`src/hw/rtl/assert_macros.svh`:
```
// assertion macros for the rtl files
// no dependencies; expects clk and arst_n in the including module
`ifndef ASSERT_MACROS_SVH
`define ASSERT_MACROS_SVH

// same-cycle implication, checked on every rising clk edge out of reset
`define ASSERT_SAME(label, ante, cons, msg) \
	label: assert property (@(posedge clk) disable iff (!arst_n) (ante) |-> (cons)) \
		else $error(msg);

// next-cycle implication, checked on every rising clk edge out of reset
`define ASSERT_NEXT(label, ante, cons, msg) \
	label: assert property (@(posedge clk) disable iff (!arst_n) (ante) |=> (cons)) \
		else $error(msg);

`endif

```
`src/hw/rtl/rmf_pkg.sv`:
```
// shared types and constants of the rolling median filter
// no dependencies
package rmf_pkg;

	localparam int SAMPLE_W   = 16;
	localparam int NUM_AXES   = 3;
	localparam int WINDOW_DEF = 5;

	// axis slots in the packed stream words
	localparam int AXIS_X = 0;
	localparam int AXIS_Y = 1;
	localparam int AXIS_Z = 2;

	typedef logic signed [SAMPLE_W-1:0] sample_t;
	typedef logic signed [SAMPLE_W:0]   sample_sum_t;

endpackage

```
`src/hw/rtl/rolling_median_filter.sv`:
```
// rolling median filter top level: per-axis sliding windows and rank-select median
// depends on rmf_pkg and assert_macros.svh
`include "assert_macros.svh"

// Three-axis sliding-window median. Each transfer on the slave stream brings one
// signed 16-bit sample for X, Y and Z; each is pushed into its own window of the
// latest WINDOW samples (oldest dropped). Every input transfer yields exactly one
// output transfer. Until WINDOW samples have arrived, tuser (window_full) is 0 and
// all medians are 0; the transfer that completes the window already carries a
// valid median. For an even WINDOW the median is the floor of the mean of the two
// middle values. The block takes one sample triple per clock while the master side
// keeps tready high; each input transfer passes through the window registers,
// a rank stage (all pairwise compares of a window in parallel, one rank count per
// entry) and the output register that selects the middle entries. The whole
// pipeline stalls only when the output register is full and not taken. No clearing
// pass after reset: the window contents are only read once the fill counter shows
// them written.
module rolling_median_filter
	import rmf_pkg::*;
#(
	parameter int WINDOW = WINDOW_DEF // window depth, 1 to 15
) (
	input  logic                      clk,
	input  logic                      arst_n,
	// input samples
	input  logic                      s_axis_tvalid,
	output logic                      s_axis_tready,
	input  logic [3*SAMPLE_W-1:0]     s_axis_tdata,  // sample_x, sample_y, sample_z
	// medians
	output logic                      m_axis_tvalid,
	input  logic                      m_axis_tready,
	output logic [3*SAMPLE_W-1:0]     m_axis_tdata,  // median_x, median_y, median_z
	output logic                      m_axis_tuser   // window_full
);

	localparam int FILL_W = $clog2(WINDOW + 1);
	localparam int RANK_W = (WINDOW > 1) ? $clog2(WINDOW) : 1;
	// ranks of the two middle entries; equal for an odd window
	localparam int RANK_LO = (WINDOW - 1) / 2;
	localparam int RANK_HI = WINDOW / 2;

	// pipeline advance: output register free or being drained
	logic pipe_en;
	logic in_xfer;

	// stage 1: window contents (newest at highest index) and fill count
	sample_t           win_q [NUM_AXES][WINDOW];
	logic [FILL_W-1:0] fill_q;
	logic              valid_s1;

	// stage 2: window copy plus rank of every entry
	sample_t           win_s2  [NUM_AXES][WINDOW];
	logic [RANK_W-1:0] rank_s2 [NUM_AXES][WINDOW];
	logic              full_s2;
	logic              valid_s2;

	// stage 3: output register
	sample_t           med_s3 [NUM_AXES];
	logic              full_s3;
	logic              valid_s3;

	logic [RANK_W-1:0] rank_d [NUM_AXES][WINDOW];
	sample_t           med_d  [NUM_AXES];

	assign pipe_en       = !valid_s3 || m_axis_tready;
	assign s_axis_tready = pipe_en;
	assign in_xfer       = s_axis_tvalid && pipe_en;

	// window shift; contents need no reset, they are read only once filled
	always_ff @(posedge clk) begin
		if (in_xfer) begin
			for (int a = 0; a < NUM_AXES; a++) begin
				for (int i = 0; i < WINDOW - 1; i++) begin
					win_q[a][i] <= win_q[a][i+1];
				end
				win_q[a][WINDOW-1] <= s_axis_tdata[a*SAMPLE_W +: SAMPLE_W];
			end
		end
	end

	always_ff @(posedge clk or negedge arst_n) begin
		if (!arst_n) begin
			fill_q   <= '0;
			valid_s1 <= 1'b0;
		end else if (pipe_en) begin
			valid_s1 <= s_axis_tvalid;
			if (s_axis_tvalid && (fill_q != FILL_W'(WINDOW))) begin
				fill_q <= fill_q + FILL_W'(1);
			end
		end
	end

	// rank = entries strictly smaller, ties broken by position, so ranks form a permutation
	always_comb begin
		for (int a = 0; a < NUM_AXES; a++) begin
			for (int i = 0; i < WINDOW; i++) begin
				rank_d[a][i] = '0;
				for (int j = 0; j < WINDOW; j++) begin
					if ((j != i) && ((win_q[a][j] < win_q[a][i]) ||
					    ((win_q[a][j] == win_q[a][i]) && (j < i)))) begin
						rank_d[a][i] = rank_d[a][i] + RANK_W'(1);
					end
				end
			end
		end
	end

	always_ff @(posedge clk) begin
		if (pipe_en) begin
			win_s2  <= win_q;
			rank_s2 <= rank_d;
			full_s2 <= (fill_q == FILL_W'(WINDOW));
		end
	end

	always_ff @(posedge clk or negedge arst_n) begin
		if (!arst_n) begin
			valid_s2 <= 1'b0;
		end else if (pipe_en) begin
			valid_s2 <= valid_s1;
		end
	end

	// pick the two middle entries and take the floor of their mean
	always_comb begin
		sample_t     lo;
		sample_t     hi;
		sample_sum_t sum;
		for (int a = 0; a < NUM_AXES; a++) begin
			lo = '0;
			hi = '0;
			for (int i = 0; i < WINDOW; i++) begin
				lo = lo | (win_s2[a][i] & {SAMPLE_W{rank_s2[a][i] == RANK_W'(RANK_LO)}});
				hi = hi | (win_s2[a][i] & {SAMPLE_W{rank_s2[a][i] == RANK_W'(RANK_HI)}});
			end
			sum       = sample_sum_t'(lo) + sample_sum_t'(hi);
			med_d[a]  = full_s2 ? sum[SAMPLE_W:1] : '0;
		end
	end

	always_ff @(posedge clk) begin
		if (pipe_en) begin
			med_s3  <= med_d;
			full_s3 <= full_s2;
		end
	end

	always_ff @(posedge clk or negedge arst_n) begin
		if (!arst_n) begin
			valid_s3 <= 1'b0;
		end else if (pipe_en) begin
			valid_s3 <= valid_s2;
		end
	end

	assign m_axis_tvalid = valid_s3;
	assign m_axis_tuser  = full_s3;
	always_comb begin
		for (int a = 0; a < NUM_AXES; a++) begin
			m_axis_tdata[a*SAMPLE_W +: SAMPLE_W] = med_s3[a];
		end
	end

	// checks
	`ASSERT_SAME(a_fill_bound, 1'b1, fill_q <= FILL_W'(WINDOW),
		"fill count beyond window depth")
	`ASSERT_NEXT(a_fill_sticky, fill_q == FILL_W'(WINDOW), fill_q == FILL_W'(WINDOW),
		"fill count left saturation")
	`ASSERT_NEXT(a_accept_to_s1, s_axis_tvalid && s_axis_tready, valid_s1,
		"accepted transfer did not enter the window stage")
	`ASSERT_SAME(a_zero_until_full, m_axis_tvalid && !m_axis_tuser, m_axis_tdata == '0,
		"nonzero median before window full")

endmodule
```
`config.mk`:
```
export PLATFORM = sky130hd
export DESIGN_NAME = rolling_median_filter
export DESIGN_NICKNAME = d
export VERILOG_FILES = /design/src/hw/rtl/rmf_pkg.sv /design/src/hw/rtl/rolling_median_filter.sv
export VERILOG_INCLUDE_DIRS = /design/src /design/src/hw/rtl
export SDC_FILE = /design/constraint.sdc
export NUM_CORES = 1
export LEC_CHECK = 0
export ABC_AREA = 1
export BUFFER_PORTS_ARGS = -buffer_cell sky130_fd_sc_hd__buf_2
export CORE_ASPECT_RATIO = 1.4
export CORE_MARGIN = 2
export CORE_UTILIZATION = 40
export DETAILED_ROUTE_END_ITERATION = 8
export GPL_TIMING_DRIVEN = 0
export HOLD_SLACK_MARGIN = 0.08
export SKIP_LAST_GASP = 1
export SYNTH_ARGS = -nofsm -noshare
export SYNTH_HDL_FRONTEND = slang
export SYNTH_SLANG_ARGS = --single-unit
```
`constraint.sdc`:
```
create_clock -name clk -period 15.7 [get_ports clk]
set_input_delay 0.785 -clock clk [delete_from_list [all_inputs] [get_ports clk]]
set_output_delay 0.785 -clock clk [all_outputs]
set_load 0.02 [all_outputs]
```
# Word-level counts from Yosys, hierarchy flattened
# Index checks and enable logic that the tools add are counted.
[op_classes]
addsub = 49
order_cmp = 60
eq_ne = 47
mux = 60
bitwise = 27
reduce_logical = 35
[op_table]
columns = ["operator", "n"]
rows = [
  ["< comparator 16 bit", 60],
  ["equality test 16 bit", 30],
  ["bitwise AND 16 bit", 15],
  ["OR 16 bit", 12],
  ["two-way mux 3 bit", 45],
  ["adder 3 x 1 -> 3 bit, second input constant", 31],
  ["adder 16 x 16 -> 17 bit", 3],
  ["equality test 3 x 2 -> 1 bit, second input constant", 15],
  ["logical OR 1 bit", 31],
  ["adder 1 x 1 -> 2 bit, second input constant", 15],
  ["two-way mux 1 bit", 15],
  ["equality test 3 bit, second input constant", 1],
  ["!= test 3 bit, second input constant", 1],
  ["logical AND 1 bit", 2],
  ["AND reduction 2 bit", 1],
  ["zero test 1 bit", 1],
]
[totals]
ff_bits = 581
inputBits = 52

# Longest topological paths before layout
# Gate-level depths: netlist (run 1).
[logic_depth]
ltp_word = 9
ltp_mapped = 23

# Worst setup path after synthesis (run 1)
# No wires, ideal clock.
[synth_path]
path_kind = "input to register"
start = "input m_axis_tready"
end = "register fill_q[1]"
t_arrival_ns = 13.700
slack_ns = 1.890
cell_stages = 6
n_path_buf = 0
path_cell_list = "nor2_1 -> inv_1 -> nand2_1 -> inv_1 -> nand2_1 -> o21ai_0"
[synth_between]
elab_chain_len = 2
[synth_lines]
columns = ["element", "line", "source"]
rows = [
  ["start: declaration", "rolling_median_filter.sv:31", "input logic m_axis_tready,"],
  ["logical OR 1 bit", "rolling_median_filter.sv:65", "assign pipe_en = !valid_s3 || m_axis_tready;"],
  ["net s_axis_tready", "rolling_median_filter.sv:27", "output logic s_axis_tready,"],
  ["AND reduction 2 bit (no source line)", "n/a", ""],
  ["end signal: assignment", "rolling_median_filter.sv:88", "fill_q <= fill_q + FILL_W'(1);"],
  ["end: declaration", "rolling_median_filter.sv:48", "logic [FILL_W-1:0] fill_q;"],
]
# The timed path passes the listed nets, and every way through them passes these cells.
# A chain may end at the register's enable or synchronous reset.

==> flow_summary_export.csv, run 1 <==
group,metric,value,unit
sta,worstMarginPinSlew,1.239,ns
synth,yosys_warnings,0,
clock_network,postCtsSetupRepairBufs,0,
pwr,swShare,0.3533,
pwr,power.leakage,17.80,nW
worst_setup_path,worstSetupPathType,"flip-flop to flip-flop",
global_routing,gr-total-overflow,0,
route,wirelength,81450,µm
clock_network,cts.clk_slew.worst_paths,0.07,ns
pwr,internal_power,3.682,mW
sta,setup_viol_count_final,0,
synth,synth_ff_type,"edfxtp_1",
global_routing,grt_pass1_vias,22730,
worst_setup_path,worstPathMaxFanout,6,
pwr,ir_drop,0.0001596,V
clock_network,clkLatencyLatePin,0.65,ns
global_routing,grt_pass1_wl,126100,µm
route,vias,22730,
clock_network,cts_tree,"done",
floorplanning,core_region_area,83050,µm²
run,maxCapViolations,0,
clock_network,cts_inserted_buffers,61,
worst_setup_path,crit_arrival,3.95,ns
clock_network,clock_sinks,581,
pwr,seq_power_share,0.414,
status,status,"finished, final reports clean",
final_layout,layout.nets,4023,
synth,async_reset_ff_frac,0.01033,
floorplanning,rows,125,
pwr,clockPowerShare,0.272,
floorplanning,ioPinCount,103,
worst_hold_path,hold_depth,1,
placement,dpl.hpwl,60860,µm
route,viasPerCell,4.967,
sta,finalHoldViolCount,0,
synth,yosysTopAreaCell,"edfxtp_1",
route,drtAntennaViolNets,0,
worst_setup_path,reg2reg_depth,17,
floorplanning,initial_utilization,0.4047,
sta,max_clock_freq,281.9,MHz
pwr,comb_power_share,0.314,
route,wl_per_cell,17.79,µm
floorplanning,die-area,86400,µm²
sta,hold_ws,0.3115,ns
floorplanning,die_x,249,µm
clock_network,cts.path.max_buffers,3,
placement,postPlaceCellArea,35610,µm²
pwr,powerDensity,150.8,nW/µm²
placement,io_buffers,102,
sta,slew_viol_final,0,
synth,syn_area,33610,µm²
worst_setup_path,end_kind,"flip-flop",
synth,synth_common_cells,"nand2_1 (636), inv_1 (598), edfxtp_1 (575)",
final_layout,syn_to_final_growth,12.31,%
synth,postSynthCellCount,3278,
final_layout,layout-drive-gt1-share,0.06775,
sta,finalCriticalPeriod,3.548,ns
route,drt_iter0_drc,1301,
sta,fin_setup_tns,0,ns
clock_network,cts_resized,0,
global_routing,track_usage,0.1895,
sta,timing.final.crit_share,0.2260,
synth,synth.most_common_cell,"nand2_1",
worst_hold_path,hold_class,"primary input to flip-flop",
floorplanning,die_h,347.0,µm
synth,syn_nets,3853,
pwr,switchingPower,2.012,mW
global_routing,grt_max_degree,130,
final_layout,n_antenna_cell,0,
worst_setup_path,required,16.10,ns
global_routing,antenna_found_initial,2,
synth,yosys.cell_types.count,41,
sta,relSlewSlack,0.1724,
sta,rsz0062_at_grt,"false",
placement,gp_congestion,0.8974,
synth,synthTopCellsByArea,"edfxtp_1 (51%), ha_1 (19%), nand2_1 (7.1%), inv_1 (6.7%), a21oi_1 (3.5%)",
route,drt_pass1_iterations,6,
sta,skew,0.01835,ns
synth,synth_edf_count,575,
clock_network,cts_max_level,2,
synth,seq_area_frac_synth,0.5181,
synth,netlist.area_leader.share,0.5137,
final_layout,design_area,37750,µm²
route,route.detailed.drc,0,
clock_network,root_buffer,"clkbuf_16",
worst_setup_path,start_kind,"flip-flop",
synth,avgSynthCellArea,10.25,µm²
synth,yosys_register_bits,581,
[timing repair]
action,CTS,global route
hold endpoints to repair,6,0
hold buffers,1,0
setup endpoints to repair,0,0
[path summary, 6_finish.rpt]
check	slack (ns)	start	to
min in group asynchronous	0.50	arst_n	m_axis_tvalid$_DFFE_PN0N_
min	0.31	s_axis_tdata[33]	win_q[1]$_DFFE_PP_
max in group asynchronous	15.06	arst_n	valid_s1$_DFFE_PN0N_
max reg2reg	12.15	win_q[15]$_DFFE_PP_	rank_s2[1]$_DFFE_PN_
min reg2reg	0.45	valid_s2$_DFFE_PN0N_	m_axis_tvalid$_DFFE_PN0N_
max	12.15	win_q[15]$_DFFE_PP_	rank_s2[1]$_DFFE_PN_
[sequential cells by signal, summed over array words and instances (netlist names)]
signal	cells
m_axis_tvalid	1
win_q	240
m_axis_tdata	48
fill_q	3
m_axis_tuser	1
valid_s1	1
win_s2	240
rank_s2	45
full_s2	1
valid_s2	1
[layer usage]
layer | track usage | vias up | wire length (µm)
li1 | - | 11640 | -
met3 | 0.02519 | 145 | 2885
met2 | 0.3483 | 388 | 41460
met5 | 0 | - | 13
met4 | 0.06815 | 2 | 2883
met1 | 0.2252 | 10550 | 34210
[layout by cell type, fill, tap and decap left out, drive strengths merged, types with 3 or more instances in the layout]
cell      netlist  final
o21a            8      8
clkinvlp        0      5
nand3b          5      5
nor3           26     26
xnor2           4      4
bufinv          0     11
nor2          183    183
and2           12     12
a31oi           3      3
a21oi         233    233
nor3b           7      7
dfrtp           6      6
or3b            9      9
o22ai          48     48
inv           598    604
clkbuf         23     93
o21ai          58     58
buf             6    112
nand2         641    641
edfxtp        575    575
a211oi         51     51
o21bai         15     15
ha            523    523
nor4           12     12
nand4          47     47
clkinv          0     21
nand3         158    158
xor2            3      3
a21o           13     13
o211ai          7      7
[stage by stage]
step	total power [mW]	setup WS (ns)	utilization	cells
final	5.693	12.15	0.4546	4577
after global routing	6.088	11.84	0.4546	4577
after CTS	5.769	12.12	0.4546	4577
after detailed placement	4.195	12.02	0.4288	4463
after global placement	4.243	-4.553	0.4271	4459
after floorplan	3.624	1.890	-	3278
[final cells by class]
cell class	instances	area, µm²
multi-input combinational	2070	13850
clock buffer	70	1603
fill	7817	45300
timing repair buffer	107	630.6
inverter	598	2260
clock inverter	43	528.0
sequential	581	17420
tap	1079	1350
buffer	29	116.4
[kinds of logic (layout without fill, tap and decap cells)]
logic type | Yosys count | count (layout) | share of synthesized area
AND/OR/NAND/NOR | 1101 | 1101 | 0.1403
buffers and inverters | 627 | 847 | 0.07024
flip-flops | 581 | 581 | 0.5181
adder cells (fa/ha/maj) | 523 | 523 | 0.1947
AO/OA/AOI/OAI | 439 | 439 | 0.07482
XOR/XNOR | 7 | 7 | 0.001824
[power groups by stage]
| stage | Combinational [mW] | Sequential [mW] | Clock (mW) |
|---|---|---|---|
| 2_1_floorplan | 1.16 | 2.46 | 0 |
| 3_3_place_gp | 1.75 | 2.49 | 0 |
| 3_5_place_dp | 1.80 | 2.39 | 0 |
| 4_1_cts | 1.81 | 2.36 | 1.59 |
| 5_1_grt | 2.04 | 2.40 | 1.65 |
| 6_report | 1.79 | 2.36 | 1.55 |
[critical path, cell delays in order (launching register included)]
cell and delay (ns):
edfxtp_1 0.51, ha_1 0.37, nand2_1 0.06, inv_1 0.06, nand3_1 0.11, nor3_1 0.47, nand2_1 0.16, nand3_1 0.10
nand2_1 0.16, a31oi_1 0.26, inv_1 0.07, ha_1 0.20, inv_1 0.05, nand4_1 0.11, and2_1 0.19, ha_1 0.28
nand2_1 0.06, nand2_1 0.06
Note: power is estimated with default switching activity, not from simulation.
==> inputs of run 2 (changes only) <==
ABC_AREA = 0   (was 1)
clock period = 2.95 ns   (was 15.7 ns; I/O delays follow)
==> flow_summary_export.csv, run 2 <==
group,metric,value,unit
status,status,"complete, but fails checks",
status,violations,"setup timing",
floorplanning,ioPinCount,103,
sta,finalHoldViolCount,0,
placement,dpl.hpwl,64720,µm
synth,yosys_warnings,0,
clock_network,clock_sinks,581,
worst_hold_path,hold_start,"s_axis_tdata[35]",
global_routing,gr-total-overflow,0,
worst_setup_path,reg2reg_from,"win_q[5]$_DFFE_PP_",
global_routing,grt_max_degree,71,
sta,finalCriticalPeriod,3.680,ns
clock_network,cts.clk_slew.worst_paths,0.07,ns
sta,max_clock_freq,271.7,MHz
synth,postSynthCellCount,2439,
synth,yosys_register_bits,581,
pwr,switchingPower,9.921,mW
clock_network,cts.path.max_buffers,3,
route,viasPerCell,5.499,
clock_network,clkLatencyLatePin,0.65,ns
synth,synth_edf_count,575,
synth,synth_ff_type,"edfxtp_1",
synth,syn_nets,3014,
placement,place_ws,-1.228,ns
worst_setup_path,r2r-end,"rank_s2[1]$_DFFE_PN_",
sta,timing.final.crit_share,1.248,
pwr,swShare,0.3319,
sta,worstMarginPinSlew,1.124,ns
route,drt_pass1_iterations,5,
final_layout,layout.nets,3457,
sta,skew,0.02114,ns
synth,synth.most_common_cell,"edfxtp_1",
synth,yosys.cell_types.count,66,
sta,slew_viol_final,0,
worst_setup_path,worstSetupPathType,"flip-flop to flip-flop",
synth,syn_area,31830,µm²
global_routing,grt_pass1_vias,22760,
pwr,comb_power_share,0.336,
clock_network,root_buffer,"clkbuf_16",
sta,timing.final.ws_setup,-0.7304,ns
worst_setup_path,end_kind,"flip-flop",
route,wl_per_cell,22.87,µm
placement,io_buffers,102,
pwr,ir_drop,0.0005544,V
floorplanning,core_region_area,78920,µm²
route,drtAntennaViolNets,0,
clock_network,cts_inserted_buffers,58,
sta,rsz0062_at_grt,"true",
worst_setup_path,ff2ff_setup_slack,-0.73,ns
route,drt_iter0_drc,1453,
global_routing,grt_pass1_wl,136000,µm
route,vias,21910,
worst_setup_path,reg2reg_depth,12,
floorplanning,die_x,242.4,µm
pwr,power.leakage,16.45,nW
worst_setup_path,start_kind,"flip-flop",
worst_setup_path,worstPathMaxFanout,2,
placement,dp_cells,3603,
sta,setup_viol_count_final,40,
synth,synthTopCellsByArea,"edfxtp_1 (54%), ha_1 (21%), inv_1 (2.8%), a21oi_1 (2.2%), nand4_1 (1.7%)",
clock_network,cts_tree,"done",
final_layout,final_cell_mix,"edfxtp_1 (575), ha_1 (462), inv_1 (197)",
worst_hold_path,hold_class,"primary input to flip-flop",
route,route.detailed.drc,0,
worst_setup_path,required,3.35,ns
sta,relSlewSlack,0.2505,
global_routing,track_usage,0.2193,
synth,netlist.area_leader.share,0.5425,
floorplanning,rows,122,
worst_hold_path,worst_hold_path.endpoint,"win_q[3]$_DFFE_PP_",
floorplanning,initial_utilization,0.4033,
synth,avgSynthCellArea,13.05,µm²
synth,async_reset_ff_frac,0.01033,
route,wirelength,91110,µm
clock_network,cts_max_level,2,
final_layout,instances_no_fill,3984,
final_layout,layout-drive-gt1-share,0.2509,
placement,gp_congestion,0.9805,
floorplanning,die-area,81870,µm²
pwr,clockPowerShare,0.259,
run,maxCapViolations,0,
synth,yosysTopAreaCell,"edfxtp_1",
pwr,seq_power_share,0.405,
worst_setup_path,crit_arrival,4.08,ns
final_layout,final_common_cell,"edfxtp_1",
floorplanning,die_h,337.8,µm
synth,seq_area_frac_synth,0.5472,
synth,synth_common_cells,"edfxtp_1 (575), ha_1 (523), inv_1 (239)",
pwr,internal_power,19.97,mW
worst_hold_path,hold_depth,2,
pwr,powerDensity,745.7,nW/µm²
final_layout,syn_to_final_growth,25.94,%
global_routing,antenna_found_initial,1,
-- run 2: changes by cell type after synthesis, sizes merged, moves of 29 or more --
| cell | delta |
|---|---|
| a222oi | +48 |
| nor2 | -114 |
| xnor2 | +29 |
| nor2b | +39 |
| nand4 | +38 |
| a211oi | -30 |
| a21oi | -90 |
| inv | -359 |
| nand3 | -123 |
| nand2 | -528 |
| a21boi | +52 |
| o22ai | -43 |
| a21o | +42 |
| a22oi | +50 |
-- run 2: how the worst max path moves through the flow --
stage	start	to	slack, ns	cells past startpoint
global placement	m_axis_tvalid$_DFFE_PN0N_	fill_q[1]$_DFFE_PN0P_	-6.13	4
detailed placement	win_q[5]$_DFFE_PP_	rank_s2[1]$_DFFE_PN_	-1.23	12
global route	win_q[54]$_DFFE_PP_	rank_s2[1]$_DFFE_PN_	-0.78	13
CTS	win_q[5]$_DFFE_PP_	rank_s2[1]$_DFFE_PN_	-0.80	12
floorplan	m_axis_tvalid$_DFFE_PN0N_	fill_q[1]$_DFFE_PN0P_	-3.86	5
finish	win_q[5]$_DFFE_PP_	rank_s2[1]$_DFFE_PN_	-0.73	12
-- run 2: kinds of logic after synthesis --
group	Yosys count	share of synthesized area
flops	581	0.5472
buf+inv	260	0.03070
mux	33	0.01128
fa+ha+maj	523	0.2056
simple gates	441	0.07163
compound gates	555	0.1207
xor+xnor	46	0.01289
-- run 2: critical path, stage by stage, from the launching register on --
cell and delay, ns:
edfxtp_1 0.53, ha_4 0.27, a211o_1 0.29, a21oi_4 0.23, o211ai_1 0.20, a221oi_2 0.32, mux2_4 0.35, a41o_1 0.24
inv_2 0.07, ha_4 0.20, xor2_2 0.17, ha_2 0.28, mux2_2 0.25
-- run 2: area by class of cell --
cell class / count / area, µm²
fillers: 6777 / 38840
flip-flops and latches: 581 / 17420
multi-input cells: 1600 / 15330
repair buffers: 382 / 3045
clock buffers: 68 / 1510
well taps: 1054 / 1319
inverters: 239 / 904.6
clock inverters: 39 / 474.2
plain buffers: 20 / 77.57
diodes: 1 / 2.502
-- run 2: layer usage --
layer | up-vias | track usage | wire length [µm]
met5 | - | 0 | 0
met4 | 0 | 0.09259 | 4178
met3 | 175 | 0.02580 | 3628
met2 | 511 | 0.3998 | 46840
met1 | 10830 | 0.2612 | 36460
li1 | 10390 | - | -
-- run 2: repair_timing --
action,in CTS,in global routing
resized for setup,190,150
hold buffers,51,0
cloned,1,1
setup buffers,150,76
pin swaps,98,100
hold endpoints to repair,55,0
setup endpoints to repair,201,158
-- run 2: power by group through the flow --
stage                     logic, mW  clock network (mW)  registers [mW]
after CTS                      9.20                7.96            12.1
after detailed placement       8.03                   0            12.3
final                          10.0                7.75            12.1
after global routing           11.0                8.27            12.3
after floorplan                5.00                   0            12.4
after global placement         7.60                   0            12.4
-- run 2: per-stage QoR --
stage          instance area (µm²)  setup TNS, ns  utilization  total power, mW  hold WS [ns]
2_1_floorplan                32210        -990.21            -            17.37       -0.1481
3_3_place_gp                 34040       -1843.52       0.4314            20.03      -0.02710
4_1_cts                      38790         -11.46       0.4915            29.28        0.1565
6_report                     40080         -11.51       0.5079            29.89        0.2125
3_5_place_dp                 34290         -42.70       0.4345            20.35      -0.01972
5_1_grt                      40080         -15.56       0.5079            31.49        0.1859
